$ cat src/rtl/ini_pkg.sv
package ini_pkg;

    localparam int SectionBytesDef = 16;
    localparam int KeyBytesDef     = 16;

    localparam logic [7:0] ChSemi    = 8'h3B;
    localparam logic [7:0] ChHash    = 8'h23;
    localparam logic [7:0] ChLbrack  = 8'h5B;
    localparam logic [7:0] ChRbrack  = 8'h5D;
    localparam logic [7:0] ChEqual   = 8'h3D;
    localparam logic [7:0] ChNewline = 8'h0A;

    typedef enum logic [2:0] {
        KIND_SECTION = 3'd0,
        KIND_KEY     = 3'd1,
        KIND_VALUE   = 3'd2,
        KIND_REC_END = 3'd3,
        KIND_LINE_ERR = 3'd4,
        KIND_FINAL   = 3'd5
    } kind_t;

    typedef enum logic [2:0] {
        ST_OK          = 3'd0,
        ST_SEC_INCOMPL = 3'd1,
        ST_SEC_LONG    = 3'd2,
        ST_BAD_KEY     = 3'd3,
        ST_NO_SECTION  = 3'd4,
        ST_KEY_LONG    = 3'd5
    } status_t;

    typedef struct packed {
        logic [7:0] text_byte;
        logic       end_of_file;
    } in_word_t;

    typedef struct packed {
        logic [7:0] out_byte;
        logic [2:0] kind;
        logic [2:0] status_code;
        logic       last_of_run;
    } out_word_t;

    // controller -> datapath
    typedef struct packed {
        logic       load_in;     // latch input word
        logic       step;        // apply one parse step to latched byte
        logic       eof_close;   // step with newline in place of byte
        logic       clear;       // return parse state to reset
        logic       rep_start;   // begin replay of section then key
        logic       rep_adv;     // advance replay pointer
    } dp_cmd_t;

    // datapath -> controller
    typedef struct packed {
        logic       is_eof;
        logic       halted;
        logic       step_emits;  // step produces one single result
        logic       step_replay; // step starts a replay burst
        logic       rep_done;    // replay pointer at last entry (or empty)
        logic       rep_empty;   // nothing to replay
    } dp_sts_t;

    // returns 1 for whitespace bytes that are dropped
    function automatic logic is_space(input logic [7:0] b);
        return (b == 8'd9) || (b == 8'd11) || (b == 8'd12) ||
               (b == 8'd13) || (b == 8'd32);
    endfunction

endpackage

$ cat src/rtl/ini_datapath.sv
module ini_datapath
    import ini_pkg::*;
#(
    parameter int SECTION_BYTES = SectionBytesDef,
    parameter int KEY_BYTES     = KeyBytesDef
) (
    input  logic       aclk,
    input  logic       aresetn,
    input  logic       skip_bad_lines,
    input  in_word_t   in_word,
    input  dp_cmd_t    cmd,
    output dp_sts_t    sts,
    output logic [7:0] res_byte,
    output logic [2:0] res_kind,
    output logic [2:0] res_status
);

    localparam int SW = $clog2(SECTION_BYTES + 1);
    localparam int KW = $clog2(KEY_BYTES + 1);
    localparam int SI = (SECTION_BYTES > 2) ? $clog2(SECTION_BYTES - 1) : 1;
    localparam int KI = (KEY_BYTES > 2) ? $clog2(KEY_BYTES - 1) : 1;
    localparam int RW = (SW > KW) ? SW : KW;

    typedef enum logic [7:0] {
        PH_LINE_START  = 8'b0000_0001,
        PH_COMMENT     = 8'b0000_0010,
        PH_SECTION     = 8'b0000_0100,
        PH_AFTER_SEC   = 8'b0000_1000,
        PH_KEY         = 8'b0001_0000,
        PH_VALUE       = 8'b0010_0000,
        PH_VALUE_DONE  = 8'b0100_0000,
        PH_SKIP        = 8'b1000_0000
    } phase_t;

    // stores: two section banks swapped at ']' instead of copying
    logic [7:0] sec_mem0 [SECTION_BYTES-1];
    logic [7:0] sec_mem1 [SECTION_BYTES-1];
    logic [7:0] key_mem  [KEY_BYTES-1];

    phase_t     phase_reg, phase_next;
    logic       bank_reg, bank_next;     // bank holding current section
    logic [SW-1:0] sec_len_reg, sec_len_next;
    logic [SW-1:0] pend_len_reg, pend_len_next;
    logic [KW-1:0] key_len_reg, key_len_next;
    logic [2:0] last_err_reg, last_err_next;
    logic       halted_reg, halted_next;
    logic [7:0] byte_reg;
    logic       eof_reg;

    // replay pointer: first section bytes, then key bytes
    logic          rep_key_reg, rep_key_next;
    logic [RW-1:0] rep_idx_reg, rep_idx_next;

    // registered store reads for the replay
    logic [7:0] sec_rd_reg;
    logic [7:0] key_rd_reg;

    // one-step decode outputs
    logic       emit;
    logic [7:0] e_byte;
    logic [2:0] e_kind;
    logic [2:0] e_status;
    logic       start_rep;
    logic       wr_pend, wr_key;
    logic [7:0] b;
    logic       nl;
    logic       do_step;

    // decode runs ahead of the command; state moves only on a step
    assign do_step = cmd.step || cmd.eof_close;
    assign b  = eof_reg ? ChNewline : byte_reg;
    assign nl = (b == ChNewline);

    // input latch
    always_ff @(posedge aclk) begin
        if (cmd.load_in) begin
            byte_reg <= in_word.text_byte;
            eof_reg  <= in_word.end_of_file;
        end
    end

    // parse step
    always_comb begin
        phase_next    = phase_reg;
        bank_next     = bank_reg;
        sec_len_next  = sec_len_reg;
        pend_len_next = pend_len_reg;
        key_len_next  = key_len_reg;
        last_err_next = last_err_reg;
        halted_next   = halted_reg;
        emit          = 1'b0;
        e_byte        = 8'd0;
        e_kind        = KIND_LINE_ERR;
        e_status      = ST_OK;
        start_rep     = 1'b0;
        wr_pend       = 1'b0;
        wr_key        = 1'b0;
        if (!is_space(b)) begin
            case (phase_reg)
                PH_LINE_START: begin
                    if (nl) begin
                        phase_next = PH_LINE_START;
                    end else if (b == ChSemi || b == ChHash) begin
                        phase_next = PH_COMMENT;
                    end else if (b == ChLbrack) begin
                        pend_len_next = '0;
                        phase_next    = PH_SECTION;
                    end else if (b == ChEqual) begin
                        // key of length zero hits '=' at once
                        key_len_next = '0;
                        phase_next   = PH_KEY;
                        if (sec_len_reg == '0) begin
                            emit = 1'b1; e_status = ST_NO_SECTION;
                            phase_next = PH_SKIP;
                        end else begin
                            start_rep  = 1'b1;
                            phase_next = PH_VALUE;
                        end
                    end else begin
                        wr_key       = 1'b1;
                        key_len_next = KW'(1);
                        phase_next   = PH_KEY;
                    end
                end
                PH_SECTION: begin
                    if (nl) begin
                        emit = 1'b1; e_status = ST_SEC_INCOMPL;
                        phase_next = PH_LINE_START;
                    end else if (b == ChRbrack) begin
                        if (pend_len_reg >= SW'(SECTION_BYTES)) begin
                            emit = 1'b1; e_status = ST_SEC_LONG;
                            phase_next = PH_SKIP;
                        end else begin
                            bank_next    = ~bank_reg;
                            sec_len_next = pend_len_reg;
                            phase_next   = PH_AFTER_SEC;
                        end
                    end else begin
                        wr_pend = (pend_len_reg < SW'(SECTION_BYTES - 1));
                        if (pend_len_reg < SW'(SECTION_BYTES))
                            pend_len_next = pend_len_reg + SW'(1);
                    end
                end
                PH_KEY: begin
                    if (nl) begin
                        emit = 1'b1; e_status = ST_BAD_KEY;
                        phase_next = PH_LINE_START;
                    end else if (b == ChEqual) begin
                        if (sec_len_reg == '0) begin
                            emit = 1'b1; e_status = ST_NO_SECTION;
                            phase_next = PH_SKIP;
                        end else if (key_len_reg >= KW'(KEY_BYTES)) begin
                            emit = 1'b1; e_status = ST_KEY_LONG;
                            phase_next = PH_SKIP;
                        end else begin
                            start_rep  = 1'b1;
                            phase_next = PH_VALUE;
                        end
                    end else begin
                        wr_key = (key_len_reg < KW'(KEY_BYTES - 1));
                        if (key_len_reg < KW'(KEY_BYTES))
                            key_len_next = key_len_reg + KW'(1);
                    end
                end
                PH_VALUE: begin
                    if (nl) begin
                        emit = 1'b1; e_kind = KIND_REC_END;
                        phase_next = PH_LINE_START;
                    end else if (b == ChSemi || b == ChHash) begin
                        phase_next = PH_VALUE_DONE;
                    end else begin
                        emit = 1'b1; e_kind = KIND_VALUE; e_byte = b;
                    end
                end
                default: begin
                    if (nl) begin
                        if (phase_reg == PH_VALUE_DONE) begin
                            emit = 1'b1; e_kind = KIND_REC_END;
                        end
                        phase_next = PH_LINE_START;
                    end
                end
            endcase
            // error bookkeeping
            if (emit && e_kind == KIND_LINE_ERR) begin
                last_err_next = e_status;
                if (!skip_bad_lines) begin
                    halted_next = 1'b1;
                    phase_next  = PH_LINE_START;
                end
            end
        end
    end

    // stores, written one byte per step, read one entry ahead of the replay
    always_ff @(posedge aclk) begin
        if (do_step && wr_pend) begin
            if (bank_reg)
                sec_mem0[SI'(pend_len_reg)] <= b;
            else
                sec_mem1[SI'(pend_len_reg)] <= b;
        end
        if (do_step && wr_key) begin
            key_mem[(phase_reg == PH_KEY) ? KI'(key_len_reg) : KI'(0)] <= b;
        end
        sec_rd_reg <= bank_reg ? sec_mem1[SI'(rep_idx_next)] : sec_mem0[SI'(rep_idx_next)];
        key_rd_reg <= key_mem[KI'(rep_idx_next)];
    end

    // replay pointer
    logic rep_key_empty;
    assign rep_key_empty = (key_len_reg == '0);
    always_comb begin
        rep_key_next = rep_key_reg;
        rep_idx_next = rep_idx_reg;
        if (cmd.rep_start) begin
            rep_key_next = 1'b0;
            rep_idx_next = '0;
        end else if (cmd.rep_adv) begin
            if (!rep_key_reg && (rep_idx_reg + RW'(1) == RW'(sec_len_reg))) begin
                rep_key_next = 1'b1;
                rep_idx_next = '0;
            end else begin
                rep_idx_next = rep_idx_reg + RW'(1);
            end
        end
    end

    assign sts.rep_empty = 1'b0;
    assign sts.rep_done  = rep_key_reg ? (rep_idx_reg + RW'(1) == RW'(key_len_reg))
                         : (rep_key_empty &&
                            (rep_idx_reg + RW'(1) == RW'(sec_len_reg)));

    logic [7:0] rep_byte;
    assign rep_byte = rep_key_reg ? key_rd_reg : sec_rd_reg;

    // result select
    always_comb begin
        if (cmd.rep_adv) begin
            res_byte   = rep_byte;
            res_kind   = rep_key_reg ? KIND_KEY : KIND_SECTION;
            res_status = ST_OK;
        end else if (cmd.clear) begin
            res_byte   = 8'd0;
            res_kind   = KIND_FINAL;
            res_status = last_err_reg;
        end else begin
            res_byte   = e_byte;
            res_kind   = e_kind;
            res_status = e_status;
        end
    end

    assign sts.is_eof      = eof_reg;
    assign sts.halted      = halted_reg;
    assign sts.step_emits  = emit;
    assign sts.step_replay = start_rep;

    // state registers
    always_ff @(posedge aclk) begin
        if (!aresetn || cmd.clear) begin
            phase_reg    <= PH_LINE_START;
            bank_reg     <= 1'b0;
            sec_len_reg  <= '0;
            pend_len_reg <= '0;
            key_len_reg  <= '0;
            last_err_reg <= ST_OK;
            halted_reg   <= 1'b0;
            rep_key_reg  <= 1'b0;
            rep_idx_reg  <= '0;
        end else begin
            if (do_step) begin
                phase_reg    <= phase_next;
                bank_reg     <= bank_next;
                sec_len_reg  <= sec_len_next;
                pend_len_reg <= pend_len_next;
                key_len_reg  <= key_len_next;
                last_err_reg <= last_err_next;
                halted_reg   <= halted_next;
            end
            rep_key_reg  <= rep_key_next;
            rep_idx_reg  <= rep_idx_next;
        end
    end

endmodule

$ cat src/rtl/ini_ctrl.sv
module ini_ctrl
    import ini_pkg::*;
(
    input  logic      aclk,
    input  logic      aresetn,
    input  logic      s_valid,
    output logic      s_ready,
    input  dp_sts_t   sts,
    input  logic      out_free,   // output register can take a word
    output dp_cmd_t   cmd,
    output logic      out_load,
    output logic      out_last
);

    typedef enum logic [4:0] {
        S_IDLE   = 5'b00001,
        S_STEP   = 5'b00010,
        S_REPLAY = 5'b00100,
        S_CLOSE  = 5'b01000,
        S_FINAL  = 5'b10000
    } state_t;

    state_t state_reg, state_next;

    always_comb begin
        state_next = state_reg;
        cmd        = '0;
        s_ready    = 1'b0;
        out_load   = 1'b0;
        out_last   = 1'b0;
        case (state_reg)
            S_IDLE: begin
                s_ready     = 1'b1;
                cmd.load_in = s_valid;
                if (s_valid)
                    state_next = S_STEP;
            end
            // one byte (dropped when halted); eof: close the line first unless halted
            S_STEP: begin
                if (sts.is_eof) begin
                    state_next = sts.halted ? S_FINAL : S_CLOSE;
                end else if (sts.halted) begin
                    state_next = S_IDLE;
                end else if (out_free || !sts.step_emits) begin
                    cmd.step  = 1'b1;
                    out_load  = sts.step_emits;
                    out_last  = 1'b1;
                    if (sts.step_replay) begin
                        cmd.rep_start = 1'b1;
                        state_next    = S_REPLAY;
                    end else begin
                        state_next = S_IDLE;
                    end
                end
            end
            S_CLOSE: begin
                if (out_free || !sts.step_emits) begin
                    cmd.eof_close = 1'b1;
                    out_load      = sts.step_emits;
                    state_next    = S_FINAL;
                end
            end
            S_REPLAY: begin
                if (out_free) begin
                    cmd.rep_adv = 1'b1;
                    out_load    = 1'b1;
                    out_last    = sts.rep_done;
                    if (sts.rep_done)
                        state_next = S_IDLE;
                end
            end
            S_FINAL: begin
                if (out_free) begin
                    cmd.clear  = 1'b1;
                    out_load   = 1'b1;
                    out_last   = 1'b1;
                    state_next = S_IDLE;
                end
            end
            default: state_next = S_IDLE;
        endcase
    end

    always_ff @(posedge aclk) begin
        if (!aresetn)
            state_reg <= S_IDLE;
        else
            state_reg <= state_next;
    end

endmodule

$ cat src/rtl/ini_line_tokenizer.sv
// Channel   Dir  Word        Handshake
// s_        in   in_word_t   s_valid / s_ready
// m_        out  out_word_t  m_valid / m_ready
// cfg_      in   1 bit       cfg_valid / cfg_ready
// An input word is accepted, then given a parse step; a step that
// starts a record at '=' then replays each stored section and key
// byte in turn through the single read port on each store, before the next word is accepted.
// End of file closes the line unless halted, then sends the final status.
// Reset is synchronous, active low; a stalled output holds the
// controller in place.
module ini_line_tokenizer
    import ini_pkg::*;
#(
    parameter int SECTION_BYTES = SectionBytesDef,
    parameter int KEY_BYTES     = KeyBytesDef
) (
    input  logic      aclk,
    input  logic      aresetn,
    input  logic      s_valid,
    output logic      s_ready,
    input  in_word_t  s_data,
    output logic      m_valid,
    input  logic      m_ready,
    output out_word_t m_data,
    input  logic      cfg_valid,
    output logic      cfg_ready,
    input  logic      cfg_data
);

    dp_cmd_t    cmd;
    dp_sts_t    sts;
    logic [7:0] res_byte;
    logic [2:0] res_kind;
    logic [2:0] res_status;
    logic       out_load, out_last, out_free;
    logic       skip_reg;
    logic       m_valid_reg;
    out_word_t  m_data_reg;

    // mode register
    assign cfg_ready = 1'b1;
    always_ff @(posedge aclk) begin
        if (!aresetn)
            skip_reg <= 1'b1;
        else if (cfg_valid)
            skip_reg <= cfg_data;
    end

    // output register
    assign out_free = !m_valid_reg || m_ready;
    always_ff @(posedge aclk) begin
        if (!aresetn)
            m_valid_reg <= 1'b0;
        else if (out_free)
            m_valid_reg <= out_load;
    end
    always_ff @(posedge aclk) begin
        if (out_load && out_free) begin
            m_data_reg.out_byte    <= res_byte;
            m_data_reg.kind        <= res_kind;
            m_data_reg.status_code <= res_status;
            m_data_reg.last_of_run <= out_last;
        end
    end
    assign m_valid = m_valid_reg;
    assign m_data  = m_data_reg;

    ini_ctrl u_ctrl (
        .aclk     (aclk),
        .aresetn  (aresetn),
        .s_valid  (s_valid),
        .s_ready  (s_ready),
        .sts      (sts),
        .out_free (out_free),
        .cmd      (cmd),
        .out_load (out_load),
        .out_last (out_last)
    );

    ini_datapath #(
        .SECTION_BYTES (SECTION_BYTES),
        .KEY_BYTES     (KEY_BYTES)
    ) u_dp (
        .aclk           (aclk),
        .aresetn        (aresetn),
        .skip_bad_lines (skip_reg),
        .in_word        (s_data),
        .cmd            (cmd),
        .sts            (sts),
        .res_byte       (res_byte),
        .res_kind       (res_kind),
        .res_status     (res_status)
    );

endmodule
$ cat config.mk
export PLATFORM = sky130hd
export DESIGN_NAME = ini_line_tokenizer
export DESIGN_NICKNAME = d
export VERILOG_FILES = /design/src/rtl/ini_pkg.sv /design/src/rtl/ini_datapath.sv /design/src/rtl/ini_ctrl.sv /design/src/rtl/ini_line_tokenizer.sv
export SDC_FILE = /design/constraint.sdc
export NUM_CORES = 1
export LEC_CHECK = 0
export BUFFER_PORTS_ARGS = -buffer_cell sky130_fd_sc_hd__buf_2
export CAP_MARGIN = 10
export CORE_MARGIN = 4
export CORE_UTILIZATION = 30
export DETAILED_ROUTE_END_ITERATION = 10
export RECOVER_POWER = 25
export SYNTH_ARGS = -nofsm -noshare
export SYNTH_HDL_FRONTEND = slang
export SYNTH_HIERARCHICAL = 1
export SYNTH_SLANG_ARGS = --single-unit
$ cat constraint.sdc
create_clock -name aclk -period 5.8 [get_ports aclk]
set_clock_uncertainty 0.2 [all_clocks]
set_input_delay 1.16 -clock aclk [delete_from_list [all_inputs] [get_ports aclk]]
set_output_delay 1.16 -clock aclk [all_outputs]
set_load 0.05 [all_outputs]
==> results by stage, run 1 <==
Status:
- The run finished, with violations left.
- The checks that failed: max-capacitance violations, max-slew violations.

Setup path:
- The endpoint kind of the worst setup timing path is a flip-flop.
- The endpoint of the lowest-slack register-to-register path is u_dp/sec_rd_reg[2].
- The category of the critical setup timing path is flip-flop to flip-flop.
- The critical register-to-register path startpoint is u_dp/eof_reg.
- The required time at the endpoint of the critical path is approximately 6.1 ns.
- Counting cells, the worst reg-to-reg path comes to 15.
- The largest fanout on the critical path is 19.
- In this design, the stage delay of the slowest critical-path cell is ~0.83 ns.
- In this run the register-to-register setup slack is about 0.43 ns.
- The kind of start point of the critical path is a flip-flop.
- The data arrival time at the worst-slack endpoint is approximately 5.7 ns.
- The library cell contributing the largest single delay on the critical path is sky130_fd_sc_hd__nor4b_1.
- Walking the worst path, the cells encountered are nor4b_1 > nand4_1 > o22ai_1 > inv_1 > a21oi_1 > nand2_1 > and3_1 > buf_4 > clkinv_1 > buf_4 > o21ai_1 > a21oi_2 > o22ai_1 > a32oi_1 > o211a_1.

Global route:
- The number of global-route vias before repair is between 10000 and 15000.
- The initial antenna violation count was 1.
- The total global-route track usage is between 10% and 20%.
- Entering global routing, the biggest net connects 47 pins.
- The first global-routing pass estimated between 70 and 80 mm of wire.
- The total congestion overflow is 0.

STA:
- In the finished design, the share of the clock period the worst path needs comes to 92.7%.
- Based on the critical path, the design can be clocked at up to about 0.19 GHz.
- For the pin with the worst max-slew slack, the measured transition is between 2 and 3 ns.
- The hold violation total from the final report was 0.
- Setup violations remaining at the end of the flow were counted as 0.
- The post-route minimum period is around 5.4 ns.
- The smallest setup slack after layout is around 0.43 ns.
- Summed over all failing endpoints, the final setup total negative slack is 0 ns.
- The worst hold-check slack is approximately 0.27 ns.
- Setup repair after global routing left no endpoint under its margin.
- The relative max-transition margin is -89.9%.
- The final-report max-slew violation count was ~240.

Place:
- The final weighted congestion in routability-driven placement is 0.917.
- The cell area reported after detailed placement is just over 20000 um^2.
- Timing analysis after detailed placement gives a worst setup slack of 0.598 ns.
- In this run, placement finished with an instance count of roughly 2300.
- The final HPWL from detailed placement is 33.0 mm.
- Port buffering added 31 buffers.

Job:
- Max-cap violations in this run came to 7.

Final layout:
- Once layout is done, the placed cells without fillers occupy 21400 um^2.
- The number of antenna diodes in the final layout is 0.
- The layout overhead on the synthesized area is 13.0%.
- In the layout the commonest cells are 384 x sky130_fd_sc_hd__edfxtp_1, 154 x sky130_fd_sc_hd__nand2_1, 117 x sky130_fd_sc_hd__nor2_1.
- Leaving out fill and tap cells, the most frequent cell in the layout is sky130_fd_sc_hd__edfxtp_1.
- In the final layout, the registers with the most flip-flops are u_dp/key_mem x120, u_dp/sec_mem0 x120, u_dp/sec_mem1 x120.
- Leaving out filler cells and counting taps, the final layout contains 2363.
- The final-stage net count is around 1500.
- Of the cells placed in the final design, the portion with a size suffix greater than 1 is between 10% and 20%.

Clock tree:
- Clock-pin slew was measured on the worst setup and hold paths at 0.06 ns.
- The hold-fix buffer count after cts is 0.
- At the later pin of the worst-skew pair, clock insertion delay measures 0.56 ns.
- Post-CTS repair changed the size of 0 cells.
- The number of setup buffers added after CTS is 0.
- The maximum count of clock buffers along a single path is 3.
- The clock tree from TritonCTS is done.
- CTS placed an instance of sky130_fd_sc_hd__clkbuf_16 at the clock tree root.
- The number of buffers added by the clock tree synthesis step is between 40 and 50.
- The H-tree was split into 2 levels.
- The number of sinks driven by the clock tree is between 400 and 500.

Route:
- The ratio of routed vias to standard cells is around 5.3.
- The post-detailed-route count of antenna-violating nets is 0.
- The average wire length per cell after detail routing is between 20 and 25 um.
- For this run, design rule violations remaining after detail routing come to 0.
- The number of DRC markers after the initial detailed-route iteration is 1249.
- The number of vias in the routed layout is roughly 13000.
- The final layout contains routed wiring with a total length of 50.4 mm.
- Before antenna repair, the detailed router went through 6 iterations.

Hold path:
- The worst hold path begins at u_dp/last_err_reg[2].
- The worst hold path terminates at u_dp/last_err_reg[2].
- The min-delay analysis places its worst path in the category flip-flop to flip-flop.
- The worst hold path passes through 2 cells.

Floorplanning:
- The number of ports placed on the die boundary is 33.
- The horizontal die dimension is between 200 and 300 um.
- Once the floorplan was initialized, standard cells occupied a little under a third of the core.
- The placeable core region is just over 60000 um^2.
- After floorplanning, the core was divided into 91 placement rows.
- The die outline area is 67100 um^2.
- From bottom edge to top edge, the die measures 259 um.

Synth:
- The number of nets in the synthesized netlist is roughly 1500.
- Yosys printed 6 warnings.
- The gate count after technology mapping is about 1500.
- The average footprint of a synthesized cell is roughly 13 um^2.
- The summed instance area of the synthesized netlist is about 19000 um^2.

Power:
- The power per cell area is roughly 300 nW/um^2.
- Across the VDD grid, the largest voltage drop is between 0.2 and 0.25 mV.
- The leakage power summed over all cells is about 7 nW.
-- per-layer routing --
metal | vias up | track usage, % | part of all wire, %
li1 | 5708 | - | -
met1 | 6349 | 20.6 | 45
met2 | 458 | 22.6 | 46
met3 | 95 | 2.30 | 6.9
met4 | 0 | 4.53 | 3.0
met5 | - | 0 | 0
-- final cells by class --
class                   instances  area (um^2)
clock inverters                21          106
flip-flops and latches        441        12700
multi-input cells             901         5780
clock buffers                  60         1190
inverters                      33          124
repair buffers                 70          437
well taps                     837         1050
fillers                      6004        40700
-- critical path, delay by kind of cell (launching register included) --
kind	cells	cell delay, ns
compound gates	7	2.40
simple gates	4	1.65
buf+inv	4	0.56
flops	1	0.46
-- per-stage QoR --
stage          total power, mW  utilization [%]
2_1_floorplan             3.62                -
3_3_place_gp              3.70             32.4
3_5_place_dp              3.70             32.4
4_1_cts                   6.30             34.5
5_1_grt                   6.44             34.4
6_report                  6.24             34.4
-- report_power, final --
group          internal [mW]  switching, mW  leakage [nW]
Clock                   1.44           1.17         0.641
Sequential              3.47         0.0127          3.93
Combinational         0.0259          0.117          2.39
Total                   4.94           1.30          6.96
-- worst max-delay path by stage --
stage / start / end / slack, ns / cells past startpoint
after detailed placement: u_dp/eof_reg / u_dp/sec_rd_reg[2] / 0.60 / 15
after floorplan: u_dp/eof_reg / u_dp/key_mem[8][0] / 0.90 / 13
after global placement: m_ready / u_dp/sec_rd_reg[2] / 0.83 / 10
final: u_dp/eof_reg / u_dp/sec_rd_reg[2] / 0.43 / 15
after global routing: u_dp/eof_reg / u_dp/sec_rd_reg[5] / 0.30 / 15
after CTS: u_dp/eof_reg / u_dp/sec_rd_reg[2] / 0.57 / 15
No activity file was read; power rests on OpenSTA's default activity.
==> inputs of run 2 (changes only) <==
Settings changed: GPL_TIMING_DRIVEN set to 0.
==> run 2 against run 1 <==
Compared with the run above:
- largest power group unchanged
- power grew 2.6%
- fmax fell by 2.0%
- critical path type unchanged
- hold slack got worse by 0.0038 ns
- core utilization increased by 0.63 points
- critical endpoint is now u_dp/sec_mem1[10][7]
- global-route usage is 0.77 points higher
- setup slack worse by 0.11 ns
- register-to-register slack worse by 0.11 ns
- combinational power increased by 9.8%
- the flow now finishes without violations
- non-clock buffer count grew 59
- die area did not move
- sequential power about the same
- largest cell class unchanged
==> results by stage, run 2 (synthesized netlist as in run 1, its figures left out) <==
Route:
- The total wire length after detailed routing was 52.7 mm (+4.5%).
- The average wire length per cell after detail routing was 21.7 um (+1.8%).
- The number of vias in the routed layout is 12800 (+1.3%).
- The ratio of routed vias to standard cells is 5.27 (-1.3%).
- The post-detailed-route count of antenna-violating nets is 0 (unchanged).
- The remaining routing DRC violations came to 0 (unchanged).
- The total iterations of the first detailed-routing run is 7 (+1).
- The number of DRC markers after the initial detailed-route iteration is 1384 (+11%).

Setup path:
- The cell repeated most along the worst path is sky130_fd_sc_hd__nand2_1.
- The largest fanout on the critical path is 30 (+11).
- The required time at the endpoint of the critical path was 5.78 ns (-0.30 ns).
- The worst setup path is captured at a flip-flop.
- The kind of start point of the critical path is a flip-flop.
- By startpoint and endpoint, the worst setup path is classified as flip-flop to flip-flop.
- The critical path goes through nor2b_4 > buf_12 > nand4_1 > nand2_1 > o21a_1 > a21oi_1 > buf_4 > nor2b_1 > nor4_1 > o211ai_1 > nor3_1 > and3_1 > nand2_1 > nor2_1.
- The largest stage delay on the critical path is 0.63 ns (-0.20 ns).
- The combined buffer and inverter count along the critical path is 2 (-2).
- The library cell contributing the largest single delay on the critical path is sky130_fd_sc_hd__nor2_1.
- The data arrival time at the worst-slack endpoint is 5.46 ns (-0.20 ns).
- The family of cells with the greatest summed delay on the critical path is simple AND/OR/NAND/NOR gates.

Clock tree:
- The register clock-pin slew on the reported worst setup and hold paths is 0.06 ns (about the same).
- The hold-fix buffer count after cts is 0 (unchanged).
- The number of buffers added by the clock tree synthesis step came to 45 (+2.3%).
- The number of sinks driven by the clock tree is 441 (unchanged).
- The cell chosen for the clock root is sky130_fd_sc_hd__clkbuf_16.
- The quantity of gates resized following cts is 1 (+1).
- The maximum count of clock buffers along a single path came to 3 (unchanged).
- The source-to-sink clock delay at the later pin of the worst-skew pair was 0.56 ns (about the same).
- The clock tree from TritonCTS is done.
- The number of setup buffers added after CTS is 0 (unchanged).
- The count of H-tree levels built during CTS is 2 (unchanged).

Floorplanning:
- The die boundary height is 259 um (unchanged).
- The horizontal die dimension came to 259 um (unchanged).
- The number of rows created at floorplan was 91 (unchanged).
- The die outline area is 67100 um^2 (unchanged).
- The initial core utilization is 30.5% (unchanged).
- The placeable core region came to 62100 um^2 (unchanged).
- The number of ports placed on the die boundary is 33 (unchanged).

Global route:
- The pin count of the biggest net entering global routing is 47 (unchanged).
- The total congestion overflow is 0 (unchanged).
- The number of global-route vias before repair came to 12100 (+0.31%).
- The global-route wire length before repair came to 77.7 mm (+3.3%).
- The initial antenna violation count was 2 (+1).
- The total global-route track usage was 15.2% (+0.77 points).

Place:
- The final HPWL from detailed placement is 37.1 mm (+13%).
- The post-place setup slack is -0.0673 ns (-0.665 ns).
- The final weighted congestion in routability-driven placement is 0.915 (-0.15%).
- The total placed cells including tap cells came to 2340 (+2.5%).
- The count of buffers from port buffering is 31 (unchanged).

STA:
- The pin slew with the least headroom to its limit came to 1.26 ns (-1.59 ns).
- The post-route minimum period was 5.48 ns (+0.110 ns).
- The final period utilization is 94.5% (+1.9 points).
- The worst hold-check slack was 0.269 ns (-0.00382 ns).
- The highest attainable clock frequency is 0.182 GHz (-2.0%).
- The final count of negative-setup-slack endpoints was 0 (unchanged).
- Setup repair after global routing could not meet its margin everywhere.
- The final-report max-slew violation count is 0 (-100%).
- The smallest setup slack after layout is 0.317 ns (-0.110 ns).
- The hold violation total from the final report is 0 (unchanged).
- The relative max-transition margin is 16.0% (+110 points).

Final layout:
- The layout overhead on the synthesized area is 15.1%.
- In the layout the commonest cells are 384 x sky130_fd_sc_hd__edfxtp_1, 154 x sky130_fd_sc_hd__nand2_1, 108 x sky130_fd_sc_hd__nor2_1.
- The non-filler instance count after layout is 2426 (+2.7%).
- The final-stage net count was 1573 (+4.0%).
- Leaving out fill and tap cells, the most frequent cell in the layout is sky130_fd_sc_hd__edfxtp_1.
- In the final layout, the registers with the most flip-flops are u_dp/key_mem x120, u_dp/sec_mem0 x120, u_dp/sec_mem1 x120.
- The fraction of final layout cells with drive strength greater than 1 is 12.9% (+0.98 points).

Status:
- The flow ran to the end, and the final reports show no timing, DRC or antenna violations.

Hold path:
- The kind of path behind the tightest hold check is flip-flop to flip-flop.

Power:
- The leakage power summed over all cells is 7.14 nW (+2.6%).
- The power per cell area is 294 nW/um^2 (+0.78%).
- The maximum resistive drop on vdd came to 0.227 mV (about the same).
- The power consumption came to 6.40 mW (+2.6%).

Job:
- The number of max-cap violations is 0 (-7).
==> run 2: routing by layer <==
metal  GRT usage [%]  wire length [um]
met2            23.7             24200
met1            21.6             23200
met3            2.78              4050
met4            4.78              1240
met5               0                 0
==> run 2: final cells by class <==
type | count | area, um^2
fill | 6017 | 40300
sequential | 441 | 12700
antenna | 1 | 2.50
inverter | 33 | 124
clock inverter | 20 | 174
tap | 837 | 1050
buffer | 90 | 399
multi-input combinational | 901 | 5790
clock buffer | 64 | 1240
timing repair buffer | 39 | 303
==> run 2: path summary, 6_finish.rpt <==
path                               end  cells after the start                 start  slack, ns
setup reg to reg  u_dp/sec_mem1[10][7]                     14          u_dp/eof_reg       0.32
setup / recovery  u_dp/sec_mem1[10][7]                     14          u_dp/eof_reg       0.32
hold reg to reg   u_dp/last_err_reg[2]                      2  u_dp/last_err_reg[2]       0.27
hold / removal    u_dp/last_err_reg[2]                      2  u_dp/last_err_reg[2]       0.27
==> run 2: worst reg2reg max path: stages, from the launching register on <==
cell and delay [ns]:
sky130_fd_sc_hd__edfxtp_1 0.58, sky130_fd_sc_hd__nor2b_4 0.57, sky130_fd_sc_hd__buf_12 0.27, sky130_fd_sc_hd__nand4_1 0.17
sky130_fd_sc_hd__nand2_1 0.14, sky130_fd_sc_hd__o21a_1 0.23, sky130_fd_sc_hd__a21oi_1 0.09, sky130_fd_sc_hd__buf_4 0.15
sky130_fd_sc_hd__nor2b_1 0.15, sky130_fd_sc_hd__nor4_1 0.48, sky130_fd_sc_hd__o211ai_1 0.41, sky130_fd_sc_hd__nor3_1 0.48
sky130_fd_sc_hd__and3_1 0.30, sky130_fd_sc_hd__nand2_1 0.26, sky130_fd_sc_hd__nor2_1 0.63
==> run 2: stage by stage <==
step	cell area, um^2	util, %	setup TNS, ns
floorplan	18900	-	0
CTS	21700	35.0	0
finish	21700	35.0	0
global placement	20100	32.4	-944.34
detailed placement	20300	32.7	-0.165
global route	21700	35.0	-0.338
==> run 2: report_power, final <==
group	switching (mW)	internal [mW]	total (mW)
clock network	1.18	1.58	2.76
logic	0.118	0.0393	0.157
registers	0.0113	3.47	3.48
